**src/sv/bfea_pkg.sv**
```systemverilog
// ----------------------------------------------------------------------------
// bfea_pkg
// Shared types and constants of the best-fit extent allocator.
// ----------------------------------------------------------------------------
package bfea_pkg;

    localparam int MAX_EXTENTS_DEF   = 64;
    localparam int MAX_PAGES_DEF     = 16384;

    localparam int PID_W             = 16;
    localparam int NPAGES_W          = 15;
    localparam int STATUS_W          = 2;
    localparam int START_W           = 14;
    localparam int PCOUNT_W          = 7;

    localparam logic [NPAGES_W-1:0] INIT_PAGES_RESET = 15'd256;
    localparam logic [PCOUNT_W-1:0] COUNT_LIMIT      = 7'd127;

    localparam logic REQ_ALLOC = 1'b0;
    localparam logic REQ_FREE  = 1'b1;

    typedef enum logic [STATUS_W-1:0] {
        STAT_OK          = 2'd0,
        STAT_NO_SPACE    = 2'd1,
        STAT_BAD_REQ     = 2'd2,
        STAT_NONE_FREED  = 2'd3
    } t_status;

endpackage

```
**src/sv/best_fit_extent_allocator_unit.sv**
```systemverilog
// ----------------------------------------------------------------------------
// best_fit_extent_allocator_unit
// Best-fit page-extent allocator with coalescing of free neighbors.
// ----------------------------------------------------------------------------
// The extent table sits in one RAM with a registered read, scanned one entry
// per cycle. An allocate runs a best-fit scan over the table, then, when the
// chosen extent is split, shifts each entry above it up by one to insert the
// free remainder. A free compacts and merges the table in a single pass. A bad
// request goes straight to the result. busy is high while a request is in
// flight; the result appears for exactly one cycle with o_done and cannot be
// stalled. A configuration write (taken only when idle) reinitializes the
// table and raises busy while it does so, as does the table setup after reset.
module best_fit_extent_allocator_unit
    import bfea_pkg::*;
#(
    parameter int MAX_EXTENTS = MAX_EXTENTS_DEF,
    parameter int MAX_PAGES   = MAX_PAGES_DEF
) (
    input  logic                i_clk,
    input  logic                i_rst_n,
    input  logic                start,
    output logic                busy,
    input  logic                i_req_type,
    input  logic [PID_W-1:0]    i_pid,
    input  logic [NPAGES_W-1:0] i_num_pages,
    input  logic                i_cfg_valid,
    output logic                o_cfg_ready,
    input  logic [NPAGES_W-1:0] i_cfg_initial_pages,
    output logic                o_done,
    output logic [STATUS_W-1:0] o_status,
    output logic [START_W-1:0]  o_start_page,
    output logic [NPAGES_W-1:0] o_freed_pages,
    output logic [NPAGES_W-1:0] o_free_cnt,
    output logic [NPAGES_W-1:0] o_used_cnt,
    output logic [NPAGES_W-1:0] o_store_size,
    output logic [PCOUNT_W-1:0] o_process_count
);

    localparam int PW = $clog2(MAX_PAGES + 1);
    localparam int IW = $clog2(MAX_EXTENTS);
    localparam int CW = $clog2(MAX_EXTENTS + 1);
    localparam int EW = 2 * PW + PID_W;
    localparam int SW = ((PW > NPAGES_W) ? PW : NPAGES_W) + 2;

    typedef struct packed {
        logic [PW-1:0]    start;
        logic [PW-1:0]    pages;
        logic [PID_W-1:0] pid;
    } t_extent;

    typedef enum logic [3:0] {
        S_IDLE, S_INIT, S_SCAN, S_GROW, S_PREP, S_SHIFT,
        S_WRITE1, S_WRITE2, S_FREE, S_FLUSH, S_DONE
    } t_state;

    t_state               r_state;
    logic [NPAGES_W-1:0]  r_init;
    logic [PID_W-1:0]     r_pid;
    logic [NPAGES_W-1:0]  r_n;
    logic [CW-1:0]        r_count;
    logic [PW-1:0]        r_store;
    logic [PW-1:0]        r_alloc;
    logic [PCOUNT_W-1:0]  r_live;
    logic [CW-1:0]        r_ptr;
    logic                 r_rd_vld;
    logic [IW-1:0]        r_rd_addr;
    logic                 r_found;
    logic                 r_stop;
    logic [IW-1:0]        r_best;
    logic [PW-1:0]        r_best_pages;
    logic [PW-1:0]        r_best_start;
    logic [CW-1:0]        r_w;
    t_extent              r_hold;
    logic                 r_hold_vld;
    logic [PW-1:0]        r_sum;
    t_status              r_status;
    logic [PW-1:0]        r_start_out;

    logic                 r_o_done;
    logic [STATUS_W-1:0]  r_o_status;
    logic [START_W-1:0]   r_o_start;
    logic [NPAGES_W-1:0]  r_o_freed;
    logic [NPAGES_W-1:0]  r_o_free;
    logic [NPAGES_W-1:0]  r_o_used;
    logic [NPAGES_W-1:0]  r_o_total;
    logic [PCOUNT_W-1:0]  r_o_pcount;

    logic                 ram_we;
    logic [IW-1:0]        ram_waddr;
    logic [EW-1:0]        ram_wdata;
    logic                 ram_re;
    logic [IW-1:0]        ram_raddr;
    logic [EW-1:0]        ram_rdata;

    t_extent              rd_ext;
    t_extent              cur_ext;
    t_extent              w_ext;
    logic                 cur_mine;
    logic                 merge;
    logic                 split;
    logic [PW-1:0]        init_n;
    logic [PW-1:0]        w1_pages;
    logic [SW-1:0]        grow_add;
    logic [SW-1:0]        alloc_sum;
    logic                 cand;
    logic                 cfg_acc;
    logic                 req_acc;

    bfea_ram #(
        .WIDTH (EW),
        .DEPTH (MAX_EXTENTS)
    ) u_table (
        .i_clk   (i_clk),
        .i_we    (ram_we),
        .i_waddr (ram_waddr),
        .i_wdata (ram_wdata),
        .i_re    (ram_re),
        .i_raddr (ram_raddr),
        .o_rdata (ram_rdata)
    );

    assign busy        = (r_state != S_IDLE);
    assign req_acc     = start && !busy;
    assign o_cfg_ready = (r_state == S_IDLE) && !start;
    assign cfg_acc     = i_cfg_valid && o_cfg_ready;

    assign init_n = (SW'(r_init) > SW'(MAX_PAGES)) ? PW'(MAX_PAGES) : PW'(r_init);

    always_comb begin
        rd_ext   = t_extent'(ram_rdata);
        cur_mine = (rd_ext.pid == r_pid);
        cur_ext  = rd_ext;
        if (cur_mine) begin
            cur_ext.pid = '0;
        end
        merge = r_hold_vld && (r_hold.pid == '0) && (cur_ext.pid == '0);
        cand  = (rd_ext.pid == '0) && (SW'(rd_ext.pages) >= SW'(r_n))
                && (!r_found || (rd_ext.pages < r_best_pages));
        split = (SW'(r_best_pages) > SW'(r_n)) && (r_count < CW'(MAX_EXTENTS));
        w1_pages  = split ? PW'(r_n) : r_best_pages;
        grow_add  = SW'(r_n) + (SW'(r_n) >> 1);
        alloc_sum = SW'(r_alloc) + SW'(w1_pages);

        ram_we    = 1'b0;
        ram_waddr = '0;
        ram_re    = 1'b0;
        ram_raddr = r_ptr[IW-1:0];
        w_ext     = r_hold;
        case (r_state)
            S_INIT: begin
                ram_we      = 1'b1;
                w_ext.start = '0;
                w_ext.pages = init_n;
                w_ext.pid   = '0;
            end
            S_SCAN: begin
                ram_re = (r_ptr < r_count) && !r_stop;
            end
            S_SHIFT: begin
                ram_re    = (r_ptr != CW'(r_best));
                ram_we    = r_rd_vld;
                ram_waddr = IW'(r_rd_addr + 1'b1);
                w_ext     = rd_ext;
            end
            S_WRITE1: begin
                ram_we      = 1'b1;
                ram_waddr   = r_best;
                w_ext.start = r_best_start;
                w_ext.pages = w1_pages;
                w_ext.pid   = r_pid;
            end
            S_WRITE2: begin
                ram_we      = 1'b1;
                ram_waddr   = IW'(r_best + 1'b1);
                w_ext.start = r_best_start + PW'(r_n);
                w_ext.pages = r_best_pages - PW'(r_n);
                w_ext.pid   = '0;
            end
            S_FREE: begin
                ram_re    = (r_ptr < r_count);
                ram_we    = r_rd_vld && !merge && r_hold_vld;
                ram_waddr = r_w[IW-1:0];
            end
            S_FLUSH: begin
                ram_we    = r_hold_vld;
                ram_waddr = r_w[IW-1:0];
            end
            default: begin
                ram_we = 1'b0;
            end
        endcase
        ram_wdata = w_ext;
    end

    always_ff @(posedge i_clk) begin
        if (!i_rst_n) begin
            r_state  <= S_INIT;
            r_init   <= INIT_PAGES_RESET;
            r_count  <= '0;
            r_store  <= '0;
            r_alloc  <= '0;
            r_live   <= '0;
            r_rd_vld <= 1'b0;
            r_o_done <= 1'b0;
        end else begin
            r_rd_vld  <= ram_re;
            r_rd_addr <= ram_raddr;
            r_o_done  <= 1'b0;
            case (r_state)
                S_IDLE: begin
                    if (req_acc) begin
                        r_pid       <= i_pid;
                        r_n         <= i_num_pages;
                        r_ptr       <= '0;
                        r_found     <= 1'b0;
                        r_stop      <= 1'b0;
                        r_w         <= '0;
                        r_hold_vld  <= 1'b0;
                        r_sum       <= '0;
                        r_start_out <= '0;
                        if (i_pid == '0 || (i_req_type == REQ_ALLOC && i_num_pages == '0)) begin
                            r_status <= STAT_BAD_REQ;
                            r_state  <= S_DONE;
                        end else if (i_req_type == REQ_ALLOC) begin
                            r_state <= S_SCAN;
                        end else begin
                            r_state <= S_FREE;
                        end
                    end else if (cfg_acc) begin
                        r_init  <= i_cfg_initial_pages;
                        r_state <= S_INIT;
                    end
                end
                S_INIT: begin
                    r_count <= (init_n != '0) ? CW'(1) : '0;
                    r_store <= init_n;
                    r_alloc <= '0;
                    r_live  <= '0;
                    r_state <= S_IDLE;
                end
                S_SCAN: begin
                    if (ram_re) begin
                        r_ptr <= r_ptr + 1'b1;
                    end
                    if (r_rd_vld && !r_stop && cand) begin
                        r_best       <= r_rd_addr;
                        r_best_pages <= rd_ext.pages;
                        r_best_start <= rd_ext.start;
                        r_found      <= 1'b1;
                        if (SW'(rd_ext.pages) == SW'(r_n)) begin
                            r_stop <= 1'b1;
                        end
                    end
                    if (!ram_re && !r_rd_vld) begin
                        r_state <= S_GROW;
                    end
                end
                S_GROW: begin
                    if (r_found) begin
                        r_state <= S_PREP;
                    end else if ((SW'(r_store) + grow_add > SW'(MAX_PAGES))
                                 || (r_count >= CW'(MAX_EXTENTS))) begin
                        r_status <= STAT_NO_SPACE;
                        r_state  <= S_DONE;
                    end else begin
                        // new free tail extent becomes the chosen one
                        r_best       <= r_count[IW-1:0];
                        r_best_pages <= PW'(grow_add);
                        r_best_start <= r_store;
                        r_store      <= PW'(SW'(r_store) + grow_add);
                        r_count      <= r_count + 1'b1;
                        r_state      <= S_PREP;
                    end
                end
                S_PREP: begin
                    r_ptr   <= CW'(r_count - 1'b1);
                    r_state <= split ? S_SHIFT : S_WRITE1;
                end
                S_SHIFT: begin
                    if (ram_re) begin
                        r_ptr <= r_ptr - 1'b1;
                    end
                    if (!ram_re && !r_rd_vld) begin
                        r_state <= S_WRITE1;
                    end
                end
                S_WRITE1: begin
                    r_alloc     <= (alloc_sum > SW'(MAX_PAGES)) ? PW'(MAX_PAGES)
                                                                : PW'(alloc_sum);
                    if (r_live < COUNT_LIMIT) begin
                        r_live <= r_live + 1'b1;
                    end
                    r_start_out <= r_best_start;
                    r_status    <= STAT_OK;
                    r_state     <= split ? S_WRITE2 : S_DONE;
                end
                S_WRITE2: begin
                    r_count <= r_count + 1'b1;
                    r_state <= S_DONE;
                end
                S_FREE: begin
                    if (ram_re) begin
                        r_ptr <= r_ptr + 1'b1;
                    end
                    if (r_rd_vld) begin
                        if (cur_mine) begin
                            r_sum <= r_sum + rd_ext.pages;
                        end
                        if (merge) begin
                            r_hold.pages <= r_hold.pages + cur_ext.pages;
                        end else begin
                            r_hold     <= cur_ext;
                            r_hold_vld <= 1'b1;
                            if (r_hold_vld) begin
                                r_w <= r_w + 1'b1;
                            end
                        end
                    end
                    if (!ram_re && !r_rd_vld) begin
                        r_state <= S_FLUSH;
                    end
                end
                S_FLUSH: begin
                    r_count <= r_hold_vld ? r_w + 1'b1 : r_w;
                    if (r_sum == '0) begin
                        r_status <= STAT_NONE_FREED;
                    end else begin
                        r_status <= STAT_OK;
                        r_alloc  <= (r_alloc > r_sum) ? r_alloc - r_sum : '0;
                        if (r_live != '0) begin
                            r_live <= r_live - 1'b1;
                        end
                    end
                    r_state <= S_DONE;
                end
                S_DONE: begin
                    r_o_done   <= 1'b1;
                    r_o_status <= r_status;
                    r_o_start  <= START_W'(r_start_out);
                    r_o_freed  <= NPAGES_W'(r_sum);
                    r_o_free   <= NPAGES_W'(r_store - r_alloc);
                    r_o_used   <= NPAGES_W'(r_alloc);
                    r_o_total  <= NPAGES_W'(r_store);
                    r_o_pcount <= r_live;
                    r_state    <= S_IDLE;
                end
                default: begin
                    r_state <= S_IDLE;
                end
            endcase
        end
    end

    assign o_done          = r_o_done;
    assign o_status        = r_o_status;
    assign o_start_page    = r_o_start;
    assign o_freed_pages   = r_o_freed;
    assign o_free_cnt      = r_o_free;
    assign o_used_cnt      = r_o_used;
    assign o_store_size    = r_o_total;
    assign o_process_count = r_o_pcount;

    a_done_single: assert property (@(posedge i_clk) disable iff (!i_rst_n)
        o_done |=> !o_done)
        else $error("result strobe held longer than one cycle");

    a_count_bound: assert property (@(posedge i_clk) disable iff (!i_rst_n)
        r_count <= CW'(MAX_EXTENTS))
        else $error("extent count beyond table depth");

    a_used_le_total: assert property (@(posedge i_clk) disable iff (!i_rst_n)
        r_alloc <= r_store)
        else $error("allocated pages exceed store size");

    a_accept_busy: assert property (@(posedge i_clk) disable iff (!i_rst_n)
        (start && !busy) |=> busy)
        else $error("accepted transaction did not raise busy");

endmodule

```
**src/sv/bfea_ram.sv**
```systemverilog
// ----------------------------------------------------------------------------
// bfea_ram
// Simple dual-port RAM: one write port, one read port, registered read.
// ----------------------------------------------------------------------------
module bfea_ram #(
    parameter int WIDTH = 8,
    parameter int DEPTH = 16
) (
    input  logic                     i_clk,
    input  logic                     i_we,
    input  logic [$clog2(DEPTH)-1:0] i_waddr,
    input  logic [WIDTH-1:0]         i_wdata,
    input  logic                     i_re,
    input  logic [$clog2(DEPTH)-1:0] i_raddr,
    output logic [WIDTH-1:0]         o_rdata
);

    logic [WIDTH-1:0] r_mem [DEPTH];

    always_ff @(posedge i_clk) begin
        if (i_we) begin
            r_mem[i_waddr] <= i_wdata;
        end
        if (i_re) begin
            o_rdata <= r_mem[i_raddr];
        end
    end

endmodule
```
**config.mk**
```make
export PLATFORM = sky130hd
export DESIGN_NAME = best_fit_extent_allocator_unit
export DESIGN_NICKNAME = d
export VERILOG_FILES = /design/src/sv/bfea_pkg.sv /design/src/sv/best_fit_extent_allocator_unit.sv /design/src/sv/bfea_ram.sv
export SDC_FILE = /design/constraint.sdc
export NUM_CORES = 2
export LEC_CHECK = 0
export BUFFER_PORTS_ARGS = -buffer_cell sky130_fd_sc_hd__buf_2
export CAP_MARGIN = 25
export CORE_MARGIN = 2
export CORE_UTILIZATION = 40
export DETAILED_ROUTE_END_ITERATION = 12
export GPL_TIMING_DRIVEN = 1
export HOLD_SLACK_MARGIN = 0.08
export PLACE_DENSITY = 0.55
export SLEW_MARGIN = 20
export SYNTH_ARGS = -nofsm -noshare
export SYNTH_HDL_FRONTEND = slang
export SYNTH_SLANG_ARGS = --single-unit
```
**constraint.sdc**
```tcl
create_clock -name i_clk -period 8.2 [get_ports i_clk]
set_clock_uncertainty 0.2 [all_clocks]
set_input_delay 0.82 -clock i_clk [delete_from_list [all_inputs] [get_ports i_clk]]
set_output_delay 0.82 -clock i_clk [all_outputs]
set_load 0.005 [all_outputs]
```
==> results.txt <==
The flow ran to the end, and the final reports show no timing, DRC or antenna violations. The post-synthesis cell type with the largest combined area was sky130_fd_sc_hd__edfxtp_1. The floorplan step set the die height to 576.5 µm. TritonCTS built the clock tree. Using the TritonRoute via totals, the vias-per-cell ratio works out to 5.809. Of the available clock period, the critical path in the final layout requires 78.85%. The first detailed-routing pass took 8 iterations. The worst hold path passes through 0 cells. The tools report the DRC violation count after routing as 0. The dominant register cell in the synthesized netlist is sky130_fd_sc_hd__edfxtp_1. After floorplanning, the core was sized to cover 326900 µm². The initial core utilization is 40.12%. Most frequent cell after synthesis: sky130_fd_sc_hd__edfxtp_1.

The floorplan step defined a die boundary enclosing 332400 µm². The detailed router placed 66590 vias in this run. The path with the worst hold slack has its endpoint at o_start_page[10]. For the number of library cell types mapped by synthesis, the log shows 81.

Headroom to the max-slew limit came out at 25.84%. Pin placement for this block handled 137 I/O pins. Entering global routing, the biggest net connects 150 pins. For this run, the share of the core covered by cells in the final layout is 46.05%.

Site row count: 210. Counting cells, the worst reg-to-reg path comes to 19. The number of gates resized after cts was 0; the width of the chip was 576.5 µm. CTS sink count: 3238. The static leakage power was 48.36 nW; the number of inserted filler cells in the final layout was 27390. Maximum count of clock buffers along a single path: 4. The growth of design area from synthesis to finish is 14.80%, and the count of yosys warnings during synthesis is 0.

The first global-routing pass estimated 513500 µm of wire. After clock tree synthesis, the clock-pin slew on the worst setup and hold paths is 0.06 ns. The DRC marker count from the first detailed-route iteration was 7884.

Input and output buffers added on the ports amount to 136. Once layout is complete, the cells apart from fillers number 11460. The min-delay analysis places its worst path in the category reg2reg.

The final estimated routing congestion in global placement was 0.8877. The setup check on the worst reg-to-reg path leaves a slack of 1.73 ns. For this run, the top clock speed supported by timing is 154.7 MHz.

In this run the mean area of a mapped cell was 20.56 µm². STA puts the critical path data required time at 8.55 ns. The number of buffers inserted during clock tree synthesis was 344; the total track usage was 21.66%. The via count of the first global-routing pass is 67050. The run gives 0 as the max-slew violation count.

The minimum clock period after layout is 6.466 ns, and the maximum fanout along the worst path is 18. The tools report the number of hold violations in the final report as 0. The share of post-route cells with drive strength above 1 is 26.96%, and the max-cap check violation count is 0. The number of placed instances, taps included, is 10780. Counting flops with a built-in enable in the synthesized netlist gives 3173. Counting every net in the synthesized netlist gives 6623. The pin slew with the least headroom to its limit was 1.110 ns; the residual overflow from global routing was 0.

The proportion of netlist area held by the largest area contributor is 72.67%. The share of synthesized flip-flops with an asynchronous set or reset was 0%; the post-layout total power was 47.33 mW. The clock tree synthesis step divided the H-tree into 5 levels.

Worst setup timing slack at the placement stage: 1.830 ns. In the synthesized netlist, the cells that appear most often are sky130_fd_sc_hd__edfxtp_1 (3173), sky130_fd_sc_hd__mux4_2 (924), sky130_fd_sc_hd__nand2_1 (261). Detailed placement ended at an HPWL of 216900 µm.

Setup repair after global routing left no endpoint under its margin. The critical path is of the reg2reg type. The tools report the type of element launching the critical path as a register. Sequential elements use 73.66% of the synthesized area. Dividing the detail-routed wire length by the instance count gives 31.65 µm. In this run the critical register-to-register path is captured at r_best_pages[2]. The tools report the startpoint of the worst register-to-register path as r_n[0].

The worst vdd rail ir drop came out at 0.1954 mV. The netlist area before placement is 131100 µm². Summed over all failing endpoints, the final setup total negative slack is 0 ns. For this block, the routed nets add up to 362800 µm of wire.

Cell at the root of the clock tree: sky130_fd_sc_hd__clkbuf_16. The number of setup violations in the final report was 0; the number of antenna violations at the first check in global routing was 18. The arrival time at the worst endpoint came out at 6.82 ns. In this run, synthesis produced a sequential element count of 3238. In the synthesized netlist, the number of instances is 6379. By area the synthesized netlist is led by sky130_fd_sc_hd__edfxtp_1 (73%), sky130_fd_sc_hd__mux4_2 (16%), sky130_fd_sc_hd__ha_1 (1.7%).

At the end of the flow, the number of nets in the layout was 7073. In this run the power density over the cells is 314.4 nW/µm². STA classifies the critical path endpoint as a register. The tools report the clock insertion delay at the later pin of the skew report as 0.94 ns. In this run the most critical hold path is launched from r_start_out[10]. The logs give 0 for the post-CTS setup buffer count and 0 for the residual antenna-violating net count after detailed routing. The worst path setup slack after routing is 1.734 ns.
[worst max-delay path, cell delays in order, from the launching register on]
cell and delay [ns]:
sky130_fd_sc_hd__edfxtp_1 0.52, sky130_fd_sc_hd__ha_1 0.31, sky130_fd_sc_hd__fa_1 0.41, sky130_fd_sc_hd__a21o_1 0.18, sky130_fd_sc_hd__a21oi_1 0.23, sky130_fd_sc_hd__nor2b_1 0.08
sky130_fd_sc_hd__o21ai_0 0.23, sky130_fd_sc_hd__a21oi_1 0.14, sky130_fd_sc_hd__a21oi_1 0.20, sky130_fd_sc_hd__xnor2_1 0.19, sky130_fd_sc_hd__ha_1 0.35, sky130_fd_sc_hd__a21o_1 0.20
sky130_fd_sc_hd__o41ai_1 0.57, sky130_fd_sc_hd__nand2_1 0.13, sky130_fd_sc_hd__xor2_1 0.18, sky130_fd_sc_hd__nor4b_2 0.26, sky130_fd_sc_hd__a32o_2 0.32, sky130_fd_sc_hd__nand3_1 0.15
sky130_fd_sc_hd__a21oi_4 0.75, sky130_fd_sc_hd__buf_4 0.45
[state kept, by name, summed over array words and instances, names as in the netlist, 16 cells and up]
signal,count
u_table.r_mem,2880
r_hold,45
u_table.o_rdata,45
r_pid,16
[worst max path at each step]
| stage | slack [ns] | depth (start not counted) | startpoint | endpoint |
|---|---|---|---|---|
| after floorplan | 0.33 | 4 | i_rst_n | o_free_cnt[0] |
| after global placement | 1.82 | 23 | r_n[1] | r_alloc[7] |
| after detailed placement | 1.83 | 19 | r_n[0] | r_best_pages[2] |
| after CTS | 1.81 | 23 | r_n[1] | r_alloc[7] |
| after global routing | 1.28 | 23 | r_n[1] | r_alloc[1] |
| final | 1.73 | 19 | r_n[0] | r_best_pages[2] |
[report_power, final]
part | leakage, nW | total [mW] | internal [mW] | switching (mW)
Sequential | 29.4 | 21.3 | 21.0 | 0.342
Clock | 5.39 | 15.3 | 8.79 | 6.54
Combinational | 13.6 | 10.7 | 3.58 | 7.13
[layout make-up]
class	instances	area, µm²	share of cell area, %
antenna	5	12.51	0.008312
clock buffer	422	9081	6.033
clock inverter	206	2017	1.340
inverter	139	521.8	0.3466
multi-input combinational	2718	33720	22.40
sequential	3238	96580	64.16
tap	4346	5438	3.612
timing repair buffer	388	3158	2.098
[layer usage]
metal  global-route usage [%]  vias up  share of wire (%)
met5                        0        -             0.0088
met4                    5.227        6                2.4
met3                    3.435      486                6.9
met2                    34.44     2489                 47
met1                    31.42    36090                 43
li1                         -    27510                  -
[logic make-up (layout without fill, tap and decap cells)]
family	Yosys count	in the layout	share of synthesized area, %
mux	1010	1010	16.55
flops	3238	3238	73.66
xor+xnor	149	149	0.9953
compound gates	577	577	2.889
buf+inv	423	1155	1.235
other cells	0	5	0
simple gates	789	789	2.762
fa+ha+maj	193	193	1.905
[timing repair]
| action | in CTS | in global routing |
|---|---|---|
| hold buffers | 44 | 2 |
| endpoints found under the setup margin | 0 | 0 |
| hold endpoints to repair | 44 | 2 |
[through the flow]
step                hold slack, ns  cell area [µm²]
finish                      0.2187           150500
CTS                        0.08243           150400
detailed placement          0.2056           138900
floorplan                   0.2003           131100
global route                0.2317           150500
global placement            0.2050           138500
[cells in the final DEF (no fill, tap or decap), types with 22 or more instances in the layout]
master and count:
sky130_fd_sc_hd__a21oi_1 137, sky130_fd_sc_hd__xor2_1 64, sky130_fd_sc_hd__a21o_1 55, sky130_fd_sc_hd__nor4_1 35, sky130_fd_sc_hd__buf_4 172, sky130_fd_sc_hd__edfxtp_1 3173
sky130_fd_sc_hd__a221oi_1 31, sky130_fd_sc_hd__bufinv_16 27, sky130_fd_sc_hd__clkinv_1 73, sky130_fd_sc_hd__dfxtp_1 65, sky130_fd_sc_hd__and2_1 35, sky130_fd_sc_hd__clkinv_2 62
sky130_fd_sc_hd__xnor2_1 85, sky130_fd_sc_hd__buf_2 136, sky130_fd_sc_hd__mux4_2 924, sky130_fd_sc_hd__nor2b_1 29, sky130_fd_sc_hd__ha_1 182, sky130_fd_sc_hd__clkbuf_1 69
sky130_fd_sc_hd__nor2_1 163, sky130_fd_sc_hd__mux2_2 29, sky130_fd_sc_hd__mux2i_1 57, sky130_fd_sc_hd__dlygate4sd3_1 46, sky130_fd_sc_hd__o21ai_0 137, sky130_fd_sc_hd__nor3_1 46
sky130_fd_sc_hd__clkbuf_16 352, sky130_fd_sc_hd__nand4_1 22, sky130_fd_sc_hd__inv_1 134, sky130_fd_sc_hd__nand3_1 46, sky130_fd_sc_hd__nor2_4 74, sky130_fd_sc_hd__nand2_1 260
sky130_fd_sc_hd__buf_12 23
(Power assumes the default switching activity.)
